--- src/design/atcfp_pkg.sv ---
// Shared types and constants for the AT command frame parser.
package atcfp_pkg;

  localparam int MAX_PAYLOAD = 9;
  localparam int MAX_DIGIT   = 9;

  localparam int CMD_W  = 3;
  localparam int FREQ_W = 31;
  localparam int ACC_W  = 30;   // holds the saturated magnitude 1e9
  localparam int MUL_W  = ACC_W + 4;

  // command codes
  localparam logic [CMD_W-1:0] CMD_NONE      = 3'd0;
  localparam logic [CMD_W-1:0] CMD_SET_FREQ  = 3'd1;
  localparam logic [CMD_W-1:0] CMD_START_ANA = 3'd2;
  localparam logic [CMD_W-1:0] CMD_TERMINATE = 3'd3;
  localparam logic [CMD_W-1:0] CMD_START_DIG = 3'd4;

  localparam logic [MUL_W-1:0] POS_LIMIT = 34'd999999999;
  localparam logic [ACC_W-1:0] POS_SAT   = 30'd999999999;
  localparam logic [ACC_W-1:0] NEG_SAT   = 30'd99999999;
  localparam logic [ACC_W-1:0] OVF_VAL   = 30'd1000000000;

  localparam logic [7:0] CH_A     = 8'h41;
  localparam logic [7:0] CH_T     = 8'h54;
  localparam logic [7:0] CH_ZERO  = 8'd48;
  localparam logic [7:0] CH_NINE  = 8'd57;
  localparam logic [7:0] CH_LO_F  = 8'h66;
  localparam logic [7:0] CH_UP_F  = 8'h46;
  localparam logic [7:0] CH_UP_D  = 8'h44;
  localparam logic [7:0] CH_M     = 8'h4D;
  localparam logic [7:0] CH_O     = 8'h4F;
  localparam logic [7:0] CH_N     = 8'h4E;
  localparam logic [7:0] CH_R     = 8'h52;
  localparam logic [7:0] CH_PLUS  = 8'h2B;
  localparam logic [7:0] CH_MINUS = 8'h2D;
  localparam logic [7:0] CH_SPACE = 8'h20;
  localparam logic [7:0] CH_TAB   = 8'h09;
  localparam logic [7:0] CH_CR    = 8'h0D;

  // keyword tables, padded to a power of two; pad entries are never compared
  localparam logic [7:0] KW_MON   [4] = '{CH_M, CH_O, CH_N, 8'h00};
  localparam logic [7:0] KW_MOFF  [4] = '{CH_M, CH_O, CH_UP_F, CH_UP_F};
  localparam logic [7:0] KW_MRON  [4] = '{CH_M, CH_R, CH_O, CH_N};
  localparam logic [7:0] KW_MROFF [8] = '{CH_M, CH_R, CH_O, CH_UP_F, CH_UP_F,
                                          8'h00, 8'h00, 8'h00};

  typedef enum logic [2:0] {
    PH_WAIT_A = 3'd0,
    PH_WAIT_T = 3'd1,
    PH_LEN    = 3'd2,
    PH_TYPE   = 3'd3,
    PH_DATA   = 3'd4
  } phase_t;

  // number scan: skipping blanks (sign allowed), in sign/digits, finished
  typedef enum logic [1:0] {
    NP_BLANK = 2'd0,
    NP_DIGIT = 2'd1,
    NP_DONE  = 2'd2
  } numph_t;

endpackage

--- src/design/at_command_frame_parser.sv ---
// AT command frame parser: header hunt, length/type decode, per-byte payload parse.
//
//  channel | ports                                         | dir | note
//  --------+-----------------------------------------------+-----+---------------------
//  in      | in_valid, in_ready, in_rx_byte                | in  | one byte per item
//  out     | out_valid, out_ready, out_command,            | out | one item at frame end
//          | out_frequency, out_frequency_parsed           |     |
//
// One byte is taken every cycle while in_ready is high; each byte updates the frame
// state, the running decimal scan and the keyword match flags as it is taken.
// The result of a frame is registered and shows in the cycle after its last byte.
// in_ready drops only when the frame's last byte is due and the result register
// still holds an item that is not taken; all other bytes flow during a stall.
// rst_n (synchronous) returns the block to hunting for 'A' and clears the
// remembered frequency. No clearing pass is needed.
module at_command_frame_parser (
  input  logic                                 clk,
  input  logic                                 rst_n,
  input  logic                                 in_valid,
  output logic                                 in_ready,
  input  logic [7:0]                           in_rx_byte,
  output logic                                 out_valid,
  input  logic                                 out_ready,
  output logic [atcfp_pkg::CMD_W-1:0]          out_command,
  output logic signed [atcfp_pkg::FREQ_W-1:0] out_frequency,
  output logic                                 out_frequency_parsed
);
  import atcfp_pkg::*;

  phase_t                    phase_r, phase_nxt;
  logic [3:0]                len_r, len_nxt;
  logic [7:0]                type_r, type_nxt;
  logic [3:0]                cnt_r, cnt_nxt;
  numph_t                    nump_r, nump_nxt, nump_upd;
  logic                      neg_r, neg_nxt, neg_upd;
  logic                      any_r, any_nxt, any_upd;
  logic [ACC_W-1:0]          acc_r, acc_nxt, acc_upd;
  logic                      mon_r, moff_r, mron_r, mroff_r;
  logic                      mon_nxt, moff_nxt, mron_nxt, mroff_nxt;
  logic                      mon_upd, moff_upd, mron_upd, mroff_upd;
  logic signed [FREQ_W-1:0]  last_freq_r, last_freq_nxt;
  logic                      out_valid_r, out_valid_nxt;
  logic [CMD_W-1:0]          out_cmd_r, out_cmd_nxt;
  logic signed [FREQ_W-1:0]  out_freq_r, out_freq_nxt;
  logic                      out_parsed_r, out_parsed_nxt;

  logic                      last_byte;
  logic                      accept;
  logic [7:0]                b;
  logic                      is_blank, is_sign, is_digit;
  logic [3:0]                digit;
  logic [7:0]                len_byte;
  logic [MUL_W-1:0]          acc_ext, acc_mul;
  logic [ACC_W-1:0]          mag;
  logic signed [FREQ_W-1:0]  num_val;
  logic [CMD_W-1:0]          cmd;
  logic signed [FREQ_W-1:0]  freq;
  logic                      parsed;

  assign b         = in_rx_byte;
  assign last_byte = (phase_r == PH_DATA) && ((cnt_r + 4'd1) == len_r);
  assign in_ready  = !out_valid_r || out_ready || !last_byte;
  assign accept    = in_valid && in_ready;

  assign is_blank = (b == CH_SPACE) || ((b >= CH_TAB) && (b <= CH_CR));
  assign is_sign  = (b == CH_PLUS) || (b == CH_MINUS);
  assign is_digit = (b >= CH_ZERO) && (b <= CH_NINE);
  assign digit    = 4'(b - CH_ZERO);
  assign len_byte = b - CH_ZERO;

  // acc * 10 + digit
  assign acc_ext = {4'b0, acc_r};
  assign acc_mul = (acc_ext << 3) + (acc_ext << 1) + {{(MUL_W-4){1'b0}}, digit};

  // running decimal scan, one payload byte per cycle while in_ready is high
  always_comb begin
    nump_upd = nump_r;
    neg_upd  = neg_r;
    any_upd  = any_r;
    acc_upd  = acc_r;
    case (nump_r)
      NP_BLANK: begin
        if (is_sign) begin
          neg_upd  = (b == CH_MINUS);
          nump_upd = NP_DIGIT;
        end else if (is_digit) begin
          acc_upd  = (acc_mul > POS_LIMIT) ? OVF_VAL : acc_mul[ACC_W-1:0];
          any_upd  = 1'b1;
          nump_upd = NP_DIGIT;
        end else if (!is_blank) begin
          nump_upd = NP_DONE;
        end
      end
      NP_DIGIT: begin
        if (is_digit) begin
          acc_upd = (acc_mul > POS_LIMIT) ? OVF_VAL : acc_mul[ACC_W-1:0];
          any_upd = 1'b1;
        end else begin
          nump_upd = NP_DONE;
        end
      end
      default: nump_upd = NP_DONE;
    endcase
  end

  // keyword prefixes: a flag clears on the first mismatch inside its length
  assign mon_upd   = mon_r   && ((cnt_r >= 4'd3) || (b == KW_MON[cnt_r[1:0]]));
  assign moff_upd  = moff_r  && ((cnt_r >= 4'd4) || (b == KW_MOFF[cnt_r[1:0]]));
  assign mron_upd  = mron_r  && ((cnt_r >= 4'd4) || (b == KW_MRON[cnt_r[1:0]]));
  assign mroff_upd = mroff_r && ((cnt_r >= 4'd5) || (b == KW_MROFF[cnt_r[2:0]]));

  // frame result, valid when the current byte is the last one
  always_comb begin
    if (neg_upd) mag = (acc_upd > NEG_SAT) ? NEG_SAT : acc_upd;
    else         mag = (acc_upd > POS_SAT) ? POS_SAT : acc_upd;
    num_val = neg_upd ? (FREQ_W'(0) - {1'b0, mag}) : {1'b0, mag};

    cmd    = CMD_NONE;
    freq   = '0;
    parsed = 1'b0;
    case (type_r)
      CH_LO_F: begin
        cmd    = CMD_SET_FREQ;
        parsed = any_upd;
        freq   = any_upd ? num_val : last_freq_r;
      end
      CH_UP_F: begin
        if (mon_upd && (len_r >= 4'd3))       cmd = CMD_START_ANA;
        else if (moff_upd && (len_r >= 4'd4)) cmd = CMD_TERMINATE;
      end
      CH_UP_D: begin
        if (mron_upd && (len_r >= 4'd4))       cmd = CMD_START_DIG;
        else if (mroff_upd && (len_r >= 4'd5)) cmd = CMD_TERMINATE;
      end
      default: cmd = CMD_NONE;
    endcase
  end

  always_comb begin
    phase_nxt      = phase_r;
    len_nxt        = len_r;
    type_nxt       = type_r;
    cnt_nxt        = cnt_r;
    nump_nxt       = nump_r;
    neg_nxt        = neg_r;
    any_nxt        = any_r;
    acc_nxt        = acc_r;
    mon_nxt        = mon_r;
    moff_nxt       = moff_r;
    mron_nxt       = mron_r;
    mroff_nxt      = mroff_r;
    last_freq_nxt  = last_freq_r;
    out_valid_nxt  = out_valid_r && !out_ready;
    out_cmd_nxt    = out_cmd_r;
    out_freq_nxt   = out_freq_r;
    out_parsed_nxt = out_parsed_r;

    if (accept) begin
      case (phase_r)
        PH_WAIT_T: begin
          if (b == CH_T) phase_nxt = PH_LEN;
        end
        PH_LEN: begin
          if ((len_byte >= 8'd1) && (len_byte <= 8'(MAX_DIGIT)) &&
              (len_byte <= 8'(MAX_PAYLOAD))) begin
            len_nxt   = len_byte[3:0];
            cnt_nxt   = '0;
            phase_nxt = PH_TYPE;
          end else begin
            phase_nxt = PH_WAIT_A;
          end
        end
        PH_TYPE: begin
          type_nxt  = b;
          nump_nxt  = NP_BLANK;
          neg_nxt   = 1'b0;
          any_nxt   = 1'b0;
          acc_nxt   = '0;
          mon_nxt   = 1'b1;
          moff_nxt  = 1'b1;
          mron_nxt  = 1'b1;
          mroff_nxt = 1'b1;
          phase_nxt = PH_DATA;
        end
        PH_DATA: begin
          cnt_nxt   = cnt_r + 4'd1;
          nump_nxt  = nump_upd;
          neg_nxt   = neg_upd;
          any_nxt   = any_upd;
          acc_nxt   = acc_upd;
          mon_nxt   = mon_upd;
          moff_nxt  = moff_upd;
          mron_nxt  = mron_upd;
          mroff_nxt = mroff_upd;
          if (last_byte) begin
            cnt_nxt        = '0;
            phase_nxt      = PH_WAIT_A;
            out_valid_nxt  = 1'b1;
            out_cmd_nxt    = cmd;
            out_freq_nxt   = freq;
            out_parsed_nxt = parsed;
            if (parsed) last_freq_nxt = num_val;
          end
        end
        default: begin
          phase_nxt = (b == CH_A) ? PH_WAIT_T : PH_WAIT_A;
        end
      endcase
    end
  end

  always_ff @(posedge clk) begin
    if (!rst_n) begin
      phase_r     <= PH_WAIT_A;
      len_r       <= '0;
      type_r      <= '0;
      cnt_r       <= '0;
      nump_r      <= NP_BLANK;
      last_freq_r <= '0;
      out_valid_r <= 1'b0;
    end else begin
      phase_r     <= phase_nxt;
      len_r       <= len_nxt;
      type_r      <= type_nxt;
      cnt_r       <= cnt_nxt;
      nump_r      <= nump_nxt;
      last_freq_r <= last_freq_nxt;
      out_valid_r <= out_valid_nxt;
    end
  end

  always_ff @(posedge clk) begin
    neg_r        <= neg_nxt;
    any_r        <= any_nxt;
    acc_r        <= acc_nxt;
    mon_r        <= mon_nxt;
    moff_r       <= moff_nxt;
    mron_r       <= mron_nxt;
    mroff_r      <= mroff_nxt;
    out_cmd_r    <= out_cmd_nxt;
    out_freq_r   <= out_freq_nxt;
    out_parsed_r <= out_parsed_nxt;
  end

  assign out_valid            = out_valid_r;
  assign out_command          = out_cmd_r;
  assign out_frequency        = out_freq_r;
  assign out_frequency_parsed = out_parsed_r;

endmodule

--- config.mk ---
export PLATFORM = sky130hd
export DESIGN_NAME = at_command_frame_parser
export DESIGN_NICKNAME = d
export VERILOG_FILES = /design/src/design/atcfp_pkg.sv /design/src/design/at_command_frame_parser.sv
export SDC_FILE = /design/constraint.sdc
export NUM_CORES = 1
export LEC_CHECK = 0
export ABC_AREA = 1
export BUFFER_PORTS_ARGS = -buffer_cell sky130_fd_sc_hd__buf_2
export CAP_MARGIN = 20
export CORE_MARGIN = 8
export CORE_UTILIZATION = 35
export DETAILED_ROUTE_END_ITERATION = 8
export HOLD_SLACK_MARGIN = 0.08
export SYNTH_ARGS = -nofsm -noshare
export SYNTH_HDL_FRONTEND = slang
export SYNTH_SLANG_ARGS = --single-unit
--- constraint.sdc ---
create_clock -name clk -period 6.8 [get_ports clk]
set_input_delay 1.7 -clock clk [delete_from_list [all_inputs] [get_ports clk]]
set_output_delay 1.7 -clock clk [all_outputs]
set_load 0.005 [all_outputs]
# Yosys cells after proc, flatten, opt, wreduce, memory -nomap -nowiden

Memory sizes are Yosys's and may differ from the RTL's.
Index checks and enable logic that the tools add are counted.

Shift-type cells: 0
Bitwise logic cells: 2
$add $sub $neg: 5
Order comparisons: 17
Reduce and logical (&&, ||, !) cells: 37
Equal/unequal tests: 23
$mul: 0
Div/mod/pow operators: 0
Multiplexer cells: 55

Operators by type and width:

| cell                  | count |
|---|---|
| $mux 30               | 6 |
| $pmux 30 s2           | 2 |
| $mux 8                | 8 |
| $mux 31               | 2 |
| $bmux 8 s2            | 3 |
| $eq 8x7->1 const B    | 5 |
| $add 33x31->34        | 1 |
| $add 34x4->34         | 1 |
| $gt 34x30->1 const B  | 1 |
| $eq 8x8->1            | 4 |
| $sub 1x30->31 const A | 1 |
| $gt 30x27->1 const B  | 1 |
| $gt 30x30->1 const B  | 1 |
| $eq 8x6->1 const B    | 3 |
| $ge 4x3->1 const B    | 4 |
| $le 8x4->1 const B    | 2 |
| $mux 2                | 8 |
| $logic_and 1x1->1     | 15 |
| $pmux 1 s2            | 7 |
| $pmux 3 s4            | 1 |
| $reduce_and 3->1      | 4 |
| $mux 1                | 9 |
| $mux 3                | 3 |
| $pmux 3 s3            | 1 |
| 28 further kinds      | 46 |

Input port bits: 12
Bits in read-only memories: 64
Bits in latches: 0
Register bits: 124
Output and inout port bits: 37
Bits in writable memories: 0
Memories: 1
Word-level logic and storage cells: 157

Memories:

| name             | depth | width | read ports | clocked after Yosys merged registers in | wr ports | line                           | text |
|---|---|---|---|---|---|---|---|
| (name not given) | 8     | 8     | 1          | 0                                       | 0        | at_command_frame_parser.sv:110 | `assign mroff_upd = mroff_r && ((cnt_r >= 4'd5) \|\| (b == KW_MROFF[cnt_r[2:0]]));` |

# Logic depth before layout (Yosys ltp)

Gate-level depths: netlist (run 1).

Depth after elaboration: 13
Depth in mapped cells: 50
Mapped depth without buffers: 45

# Worst setup path before layout (run 1)

OpenSTA, ideal clock, no wires.

Kind: input to register
Start point: in in_rx_byte[3]
End point: reg out_freq_r[28] (netlist: out_frequency[28]) (data pin)
Arrival time: 6.826 ns
Cell stages on the path: 39
Setup time: 0.253 ns
Required time: 6.547 ns
Path slack: -0.280 ns
Buffers on the path: 4
Cells stage by stage: clkbuf_1 inv_1 fa_1 inv_1 fa_1 nand3_1 nand3_1 nand2_1 nand2_1 nand3_1 nand3_1 nand2_1 nand2_1 nor2_1 nand2_1 nor2_1 nand3_2 buf_6 [... 3 more ...] nand3_1 nor3_1 nand3_1 nand3_4 buf_6 buf_4 inv_1 nor3_1 ha_1 inv_1 nor2_1 nand3_2 inv_1 nand2_1 o21ai_2 nand2_1 o21bai_1 inv_1

Longest elaborated chain between the ends: 13
Elaborated cells between the ends (all ways): 26
Those cells by class: 3 x add/sub; 5 x order compare; 2 x eq/ne; 14 x mux; 2 x reduce/logical

RTL lines:

| item                                         | line                                                           | text |
|---|---|---|
| start: declaration                           | at_command_frame_parser.sv:21                                  | `input logic [7:0] in_rx_byte,` |
| $sub 8x6->8                                  | --                                                             |  |
| $add 34x4->34                                | at_command_frame_parser.sv:73                                  | `assign acc_mul = (acc_ext << 3) + (acc_ext << 1) + {{(MUL_W-4){1'b0}}, digit};` |
| $gt 34x30->1                                 | at_command_frame_parser.sv:87, at_command_frame_parser.sv:96   |  |
| $mux 30                                      | at_command_frame_parser.sv:87, at_command_frame_parser.sv:96   |  |
| $mux 30                                      | at_command_frame_parser.sv:86, at_command_frame_parser.sv:95   |  |
| $mux 30                                      | at_command_frame_parser.sv:83                                  | `if (is_sign) begin` |
| $pmux 30 s2                                  | at_command_frame_parser.sv:81                                  | `case (nump_r)` |
| $gt 30x30->1 or $gt 30x27->1 (tied branches) | at_command_frame_parser.sv:115, at_command_frame_parser.sv:114 |  |
| $mux 30, on equally long branches            | at_command_frame_parser.sv:115, at_command_frame_parser.sv:114 |  |
| $mux 30                                      | at_command_frame_parser.sv:114                                 | `if (neg_upd) mag = (acc_upd > NEG_SAT) ? NEG_SAT : acc_upd;` |
| $sub 1x30->31                                | at_command_frame_parser.sv:116                                 | `num_val = neg_upd ? (FREQ_W'(0) - {1'b0, mag}) : {1'b0, mag};` |
| $mux 31                                      | at_command_frame_parser.sv:116                                 |  |
| $mux 31 *                                    | at_command_frame_parser.sv:125                                 | `freq = any_upd ? num_val : last_freq_r;` |
| end signal: assignment                       | at_command_frame_parser.sv:241                                 | `out_freq_r <= out_freq_nxt;` |
| end: declaration                             | at_command_frame_parser.sv:44                                  | `logic signed [FREQ_W-1:0] out_freq_r, out_freq_nxt;` |

Every way passes the cells marked *; elsewhere a longest branch is shown, timed or not.
A chain may end at the register's enable or synchronous reset.

# Worst setup path in the final report (run 1)

Start point: in in_rx_byte[2]
End point: reg out_freq_r[16] (netlist: out_frequency[16]) (data pin)

Same word-level chain as after synthesis.

==> results of run 1 <==
-- repair_timing --
action | 4_1_cts | 5_1_grt
resized for setup | 0 | 79
setup buffers | 0 | 12
setup endpoints to repair | 0 | 51
endpoints found under the hold margin | 0 | 0
-- cells by family (layout without fill, tap and decap cells) --
kind of cell	Yosys count	after routing	share of synthesized area [%]
adder cells (fa/ha/maj)	66	66	7.452
flip-flops	124	124	28.30
XOR/XNOR	31	31	2.406
AO/OA/AOI/OAI	170	170	8.406
AND/OR/NAND/NOR	1027	1027	40.75
buffers and inverters	360	560	12.69
-- how the worst min path moves through the flow --
| stage | end | slack, ns |
|---|---|---|
| after floorplan | type_r[6] | 0.43 |
| after global placement | type_r[6] | 0.45 |
| after detailed placement | type_r[6] | 0.45 |
| after CTS | type_r[6] | 0.46 |
| after global routing | type_r[4] | 0.49 |
| final | type_r[6] | 0.46 |
-- placed cells by master (no fill, tap or decap), types with 26 or more instances in the layout --
cell type	synthesis	final
a21oi_1	71	69
buf_2	4	48
buf_4	4	160
dfxtp_1	53	53
edfxtp_1	71	71
ha_1	64	60
inv_1	285	282
nand2_1	485	462
nand2_2	30	49
nand3_1	137	127
nand3_2	17	26
nand4_1	41	41
nor2_1	223	208
nor2_2	22	33
o21ai_0	58	57
-- worst register-to-register path: cells and delay by family (launching register included) --
family | cells | cell delay, ns
and+or+nand+nor | 27 | 3.63
adders and majority gates | 3 | 0.93
buffers and inverters | 6 | 0.50
DFF | 1 | 0.49
-- area by class of cell --
| class | count | area [sq um] | share of cell area, % |
|---|---|---|---|
| Tap cell | 402 | 503.0 | 3.584 |
| Clock inverter | 14 | 122.6 | 0.8738 |
| Clock buffer | 18 | 450.4 | 3.210 |
| Sequential cell | 124 | 3193 | 22.75 |
| Timing Repair Buffer | 217 | 1632 | 11.63 |
| Multi-Input combinational cell | 1294 | 6963 | 49.62 |
| Inverter | 311 | 1170 | 8.336 |
-- per-stage QoR --
step           hold WS, ns  cell area (sq um)
2_1_floorplan       0.4303              11290
3_3_place_gp        0.4472              12950
3_5_place_dp        0.4511              12970
4_1_cts             0.4604              13550
5_1_grt             0.4862              14030
6_report            0.4555              14030
-- registers in the layout, summed over array words and instances (netlist names), 2 cells and up --
signal and count:
acc_r 30, last_freq_r 31, len_r 4, cnt_r 4, out_command 3, nump_r 2
phase_r 3, type_r 8, out_frequency 31
-- power breakdown --
part / internal (uW) / total [uW] / switching (uW)
registers: 790 / 794 / 3.86
clock network: 503 / 897 / 394
logic: 77.2 / 200 / 123
-- synth_stat cells (17+ instances only) --
master / n / area share, %
a21oi_1: 71 / 3.1
clkbuf_1: 32 / 1.1
dfxtp_1: 53 / 9.4
edfxtp_1: 71 / 19
ha_1: 64 / 7.1
inv_1: 285 / 9.5
inv_2: 19 / 0.63
nand2_1: 485 / 16
nand2_2: 30 / 1.7
nand3_1: 137 / 6.1
nand3_2: 17 / 1.5
nand4_1: 41 / 2.3
nor2_1: 223 / 7.4
nor2_2: 22 / 1.2
nor3_1: 20 / 0.89
o21ai_0: 58 / 2.6
or2_2: 17 / 0.94
xor2_1: 21 / 1.6
-- layer usage --
metal,vias to the layer above,share of wire (%),track usage (%)
met3,44,4.5,2.270
met2,249,47,30.36
met5,-,0,0
met4,0,1.9,4.408
met1,5372,46,22.40
li1,6015,-,-
==> results_dict.tcl, run 1 <==
set metrics [dict create \
    outcome "finished, final reports clean" \
    grt-ovfl-total 0 \
    drive_gt1_share_pct 21.94 \
    async_flop_share_pct 0 \
    dieArea_sq_um 38240 \
    r2r_end "out_frequency[16]" \
    hold_buffers 0 \
    ys_types 50 \
    utilization_pct 44.36 \
    vias 11680 \
    cp_slowest_cell "fa_2" \
    final-setup-viol-count 0 \
    dp_hpwl_mm 26.69 \
    tns_ns 0 \
    clock-sinks 124 \
    crit_required_ns 6.99 \
    whs_path_depth 2 \
    crit_cells 43 \
    io_buffers 48 \
    die_h_microns 195.6 \
    critPathMaxFanout 7 \
    grt_pass1_wl_mm 55.32 \
    ys_warn_count 0 \
    wl_per_cell_microns 14.40 \
    syn_inst 1778 \
    antenna_found_initial 0 \
    synth-edff-count 71 \
    drt-initial-drc-count 739 \
    power_uw 1891 \
    critPathMaxStageDelay_ns 0.41 \
    io_pins 49 \
    p_leak_uw 0.007221 \
    core-area_sq_um 31640 \
    timing.final.crit_share_pct 94.64 \
    r2r_slack_ns 1.04 \
    clk_pin_slew_ns 0.06 \
    first_pass_iters 5 \
    drc 0 \
    hold_viol 0 \
    path_buf_inv 10 \
    slew_violations 0 \
    clockRootBuffer "clkbuf_16" \
    cts_tree "built" \
    htreeDepth 4 \
    first_global_vias 11222 \
    nFillCells 3289 \
    fmax_mhz 155.4 \
    fin_crit_ns 6.436 \
    fp-row-count 65 \
    die_w_microns 195.6 \
    critPathLaunch "in_rx_byte[2]" \
    syn-num-nets 1856 \
    reg2reg_from "acc_r[15]" \
    skew_ns 0.01171 \
    critPathCapture "out_frequency[16]" \
    antenna_left 0 \
    vias_per_cell 4.908 \
    synth_area_sq_um 11280 \
    ff2ff_path_depth 36 \
    numCtsBuffers 17 \
    syn_avg_cell_area_sq_um 6.346 \
    place_congestion 0.9365 \
    dp_slack_ns -0.3481 \
    clkLatencyLatePin_ns 0.43 \
    cp.arrival_ns 6.62 \
    end_kind "register" \
    yosysSeqAreaShare_pct 28.30 \
    startpoint_type "primary input" \
    powerDensity_nw_per_um2 134.7 \
    hp-start "type_r[6]" \
    synth_ff_type "edfxtp_1" \
    final_net_count 2043 \
    fin_ws_ns 0.3645 \
    ys_ff_latch 124 \
    start_util_pct 35.67 \
    n_antenna_cell 0 \
    vdd_ir_drop_max_uv 100.0 \
    max_slew_margin_pct 34.12 \
    grt_max_degree 53 \
    maxCapViolations 0 \
    clk_path_buf_depth 2 \
    syn_to_final_growth_pct 24.37 \
    crit_top_cell "nand2_1" \
    worst_pin_slew_ns 0.9871 \
    fin_cells 2380 \
    dp_cells 2332 \
    hold_class "reg2reg" \
    wl_mm 34.28 \
    worst-setup-path-type "in2reg" \
    crit_family "simple AND/OR/NAND/NOR gates" \
    track_usage_pct 17.43 \
]
Power figures use the tool's default switching activity.
==> run 2, diff against run 1 <==
Settings changed: BUFFER_PORTS_ARGS -buffer_cell sky130_fd_sc_hd__buf_2 to default, DONT_BUFFER_PORTS from default to 1, PLACE_DENSITY from default to 0.57.
==> results_dict.tcl, run 2 (same netlist as run 1, synthesis figures left out) <==
set metrics [dict create \
    antenna_found_initial 0 \
    clk_pin_slew_ns 0.06 \
    grt-ovfl-total 0 \
    grt_busiest_layer "met2" \
    clock-sinks 124 \
    drive_gt1_share_pct 17.96 \
    numCtsBuffers 17 \
    hold_class "reg2reg" \
    powerDensity_nw_per_um2 141.5 \
    cts_tree "built" \
    nFillCells 3322 \
    final-setup-viol-count 0 \
    worst_pin_slew_ns 0.9851 \
    grt_util_met1_pct 22.44 \
    fp-row-count 65 \
    end_kind "register" \
    skew_ns 0.01401 \
    hold_viol 0 \
    start_util_pct 35.67 \
    hold_buffers 0 \
    place_congestion 0.9124 \
    p_leak_uw 0.006802 \
    postPlaceCellArea_sq_um 12530 \
    cp.arrival_ns 6.57 \
    htreeDepth 4 \
    crit_required_ns 6.98 \
    drt-initial-drc-count 662 \
    dp_slack_ns -0.1147 \
    grt_use_met3_pct 3.301 \
    design_area_sq_um 13440 \
    crit_top_cell "nand2_1" \
    dp_hpwl_mm 26.24 \
    fin_ws_ns 0.4144 \
    worst-setup-path-type "in2reg" \
    vias 11235 \
    cp_slowest_cell "fa_1" \
    use_met2_pct 29.84 \
    final_cell_mix "nand2_1, inv_1, nor2_1" \
    max_slew_margin_pct 34.26 \
    dieArea_sq_um 38240 \
    drc 0 \
    slew_violations 0 \
    outcome "finished, final reports clean" \
    timing.final.crit_share_pct 93.91 \
    fmax_mhz 156.6 \
    whs_path_depth 2 \
    maxCapViolations 0 \
    antenna_left 0 \
    die_w_microns 195.6 \
    core-area_sq_um 31640 \
    clockRootBuffer "clkbuf_16" \
    critPathMaxStageDelay_ns 0.49 \
    first_pass_iters 5 \
    clk_path_buf_depth 2 \
    vias_per_cell 4.883 \
    wl_mm 33.74 \
    grt_max_degree 53 \
    critPathMaxFanout 10 \
    grt_pass1_wl_mm 55.03 \
    track_usage_pct 17.57 \
    first_global_vias 10920 \
    io_buffers 0 \
    syn_to_final_growth_pct 19.14 \
    layout_commonest_cell "nand2_1" \
    rsz0062_at_grt "false" \
    startpoint_type "primary input" \
    ff2ff_path_depth 34 \
    clkLatencyLatePin_ns 0.43 \
    n_antenna_cell 0 \
    wl_per_cell_microns 14.66 \
    vdd_ir_drop_max_uv 164.0 \
    final_net_count 1964 \
    io_pins 49 \
    die_h_microns 195.6 \
    utilization_pct 42.49 \
    fin_crit_ns 6.386 \
]
run 2: changes by cell type in the layout (fill, tap and decap cells not counted), sizes merged:
cell / before / now
clkbuf: 22 / 20
inv: 314 / 305
buf: 213 / 136
clkinvlp: 0 / 1
clkinv: 11 / 16
bufinv: 0 / 3
run 2: power by group:
group,switching (uW),internal [uW]
Sequential,4.03,790
Combinational,110,66.6
Clock,355,577
run 2: final cells by class:
type | instances | area [sq um] | area share (%)
Clock inverter | 14 | 170.2 | 1.266
Sequential cell | 124 | 3193 | 23.75
Timing Repair Buffer | 138 | 1104 | 8.209
Clock buffer | 18 | 429.2 | 3.192
Multi-Input combinational cell | 1294 | 6874 | 51.14
Tap cell | 402 | 503.0 | 3.742
Inverter | 311 | 1170 | 8.703
run 2: routing by layer:
| layer | part of all wire [%] | routed length, microns |
|---|---|---|
| met1 | 46 | 15670 |
| met2 | 47 | 15940 |
| met3 | 4.7 | 1588 |
| met4 | 1.6 | 541 |
| met5 | 0 | 0 |
run 2: through the flow:
step	hold slack, ns	power, uW	instances	setup TNS, ns
after global routing	0.4942	1970	2301	0
final	0.4591	1903	2301	0
after floorplan	0.4303	924.0	1778	0
after detailed placement	0.4560	977.3	2259	-0.8513
after CTS	0.4643	1914	2291	0
after global placement	0.4439	976.3	2259	-0.3834
run 2: worst max-delay path: cells and delay by family:
kind	cells	cell delay, ns
AND/OR/NAND/NOR	23	2.51
adder cells (fa/ha/maj)	3	1.05
buffers and inverters	10	0.93
AO/OA/AOI/OAI	2	0.35
run 2: worst paths after layout:
check                startpoint                end  slack (ns)
hold reg to reg       type_r[6]          type_r[6]        0.46
hold / removal        type_r[6]          type_r[6]        0.46
setup reg to reg      acc_r[17]  out_frequency[28]        0.99
setup / recovery  in_rx_byte[3]  out_frequency[28]        0.41
run 2: repair_timing:
item | in CTS | in global routing
endpoints found under the setup margin | 0 | 43
endpoints found under the hold margin | 0 | 0
setup buffers | 0 | 7
resized for setup | 0 | 56
==> run 3, diff against run 2 <==
Settings changed: RECOVER_POWER from default to 25.
==> results_dict.tcl, run 3 (same netlist as run 1, synthesis figures left out) <==
set metrics [dict create \
    outcome "finished with violations" \
    violations "capacitance limit, slew limit" \
    final_cell_mix "nand2_1, inv_1, nor2_1" \
    first_pass_iters 5 \
    final-setup-viol-count 0 \
    critPathMaxStageDelay_ns 0.49 \
    route.met3.wl_mm 1.578 \
    numCtsBuffers 17 \
    clkLatencyLatePin_ns 0.43 \
    grt_max_degree 53 \
    fmax_mhz 156.6 \
    sw_frac_of_total_pct 24.66 \
    htreeDepth 4 \
    drt-initial-drc-count 664 \
    tns_ns 0 \
    vias_per_cell 4.884 \
    max_slew_margin_pct -43.91 \
    crit_top_cell "nand2_1" \
    internal-power_uw 1433 \
    first_global_vias 10920 \
    p_leak_uw 0.006798 \
    layout_commonest_cell "nand2_1" \
    grt_pass1_wl_mm 55.03 \
    clk_pin_slew_ns 0.06 \
    timing.final.crit_share_pct 93.90 \
    antenna_left 0 \
    utilization_pct 42.48 \
    n_antenna_cell 0 \
    reg2reg_from "acc_r[17]" \
    syn_to_final_growth_pct 19.11 \
    postPlaceCellArea_sq_um 12530 \
    core-area_sq_um 31640 \
    p_switching_uw 469.2 \
    dieArea_sq_um 38240 \
    fp-row-count 65 \
    die_w_microns 195.6 \
    cts_tree "built" \
    met1_length_mm 15.67 \
    critPathLaunch "in_rx_byte[3]" \
    drive_gt1_share_pct 17.90 \
    maxCapViolations 1 \
    top_layer_used "met4" \
    grt-ovfl-total 0 \
    end_kind "register" \
    worst-setup-path-type "in2reg" \
    cp_slowest_cell "fa_1" \
    wl_per_cell_microns 14.66 \
    vias 11238 \
    powerDensity_nw_per_um2 141.6 \
    final_net_count 1964 \
    skew_ns 0.01401 \
    wl_met2_mm 15.93 \
    crit_required_ns 6.98 \
    worst_pin_slew_ns 2.159 \
    dp_hpwl_mm 26.24 \
    place_congestion 0.9124 \
    hp-start "type_r[6]" \
    clkPwrFrac_pct 49.0 \
    rsz0062_at_grt "false" \
    hold_viol 0 \
    design_area_sq_um 13440 \
    slew_violations 37 \
    track_usage_pct 17.57 \
    die_h_microns 195.6 \
    startpoint_type "primary input" \
    hold_class "reg2reg" \
    drc 0 \
    io_pins 49 \
    start_util_pct 35.67 \
    antenna_found_initial 0 \
    wl_mm 33.73 \
    pwr-share-seq_pct 41.8 \
    io_buffers 0 \
    critPathMaxFanout 10 \
    vdd_ir_drop_max_uv 163.9 \
    clk_path_buf_depth 2 \
    p_comb_share_pct 9.3 \
    fin_crit_ns 6.386 \
    clockRootBuffer "clkbuf_16" \
    cp.arrival_ns 6.57 \
    clock-sinks 124 \
]
[run 3: layer usage]
metal / vias up / global-route usage, %
met1: 5089 / 22.44
met3: 37 / 3.301
li1: 5876 / -
met2: 236 / 29.84
met4: 0 / 4.829
met5: - / 0
[run 3: power groups by stage]
stage	Combinational, uW	Clock [uW]	Sequential, uW
finish	177	932	794
global route	198	978	795
CTS	168	952	794
detailed placement	167	0	810
global placement	166	0	810
floorplan	115	0	808
[run 3: layout make-up]
class                           instances  area [sq um]
Sequential cell                       124          3193
Multi-Input combinational cell       1294          6874
Fill cell                            3324         18200
Clock inverter                         14         170.2
Timing Repair Buffer                  138          1100
Tap cell                              402         503.0
Clock buffer                           18         429.2
Inverter                              311          1170
[run 3: path summary, 6_finish.rpt]
kind | end | slack (ns) | cells past startpoint
setup / recovery | out_frequency[28] | 0.41 | 38
hold / removal | type_r[6] | 0.46 | 2
setup reg to reg | out_frequency[28] | 0.99 | 34
hold reg to reg | type_r[6] | 0.46 | 2
[run 3: worst max-delay path, delay by kind of cell]
family / cells / cell delay (ns)
compound gates: 2 / 0.35
buf+inv: 10 / 0.93
fa+ha+maj: 3 / 1.05
simple gates: 23 / 2.51
[run 3: through the flow]
step	worst slack [ns]	instances	hold slack [ns]	total power, uW
4_1_cts	0.3261	2291	0.4643	1914
5_1_grt	0.002424	2301	0.4942	1970
2_1_floorplan	0.005608	1778	0.4303	924.0
3_3_place_gp	-0.1109	2259	0.4439	976.3
6_report	0.4145	2301	0.4591	1903
3_5_place_dp	-0.1147	2259	0.4560	977.3
[run 3: repair_timing]
action / CTS / global route
setup buffers: 0 / 7
hold buffers: 0 / 0
gates resized for setup: 0 / 56
setup endpoints to repair: 0 / 43
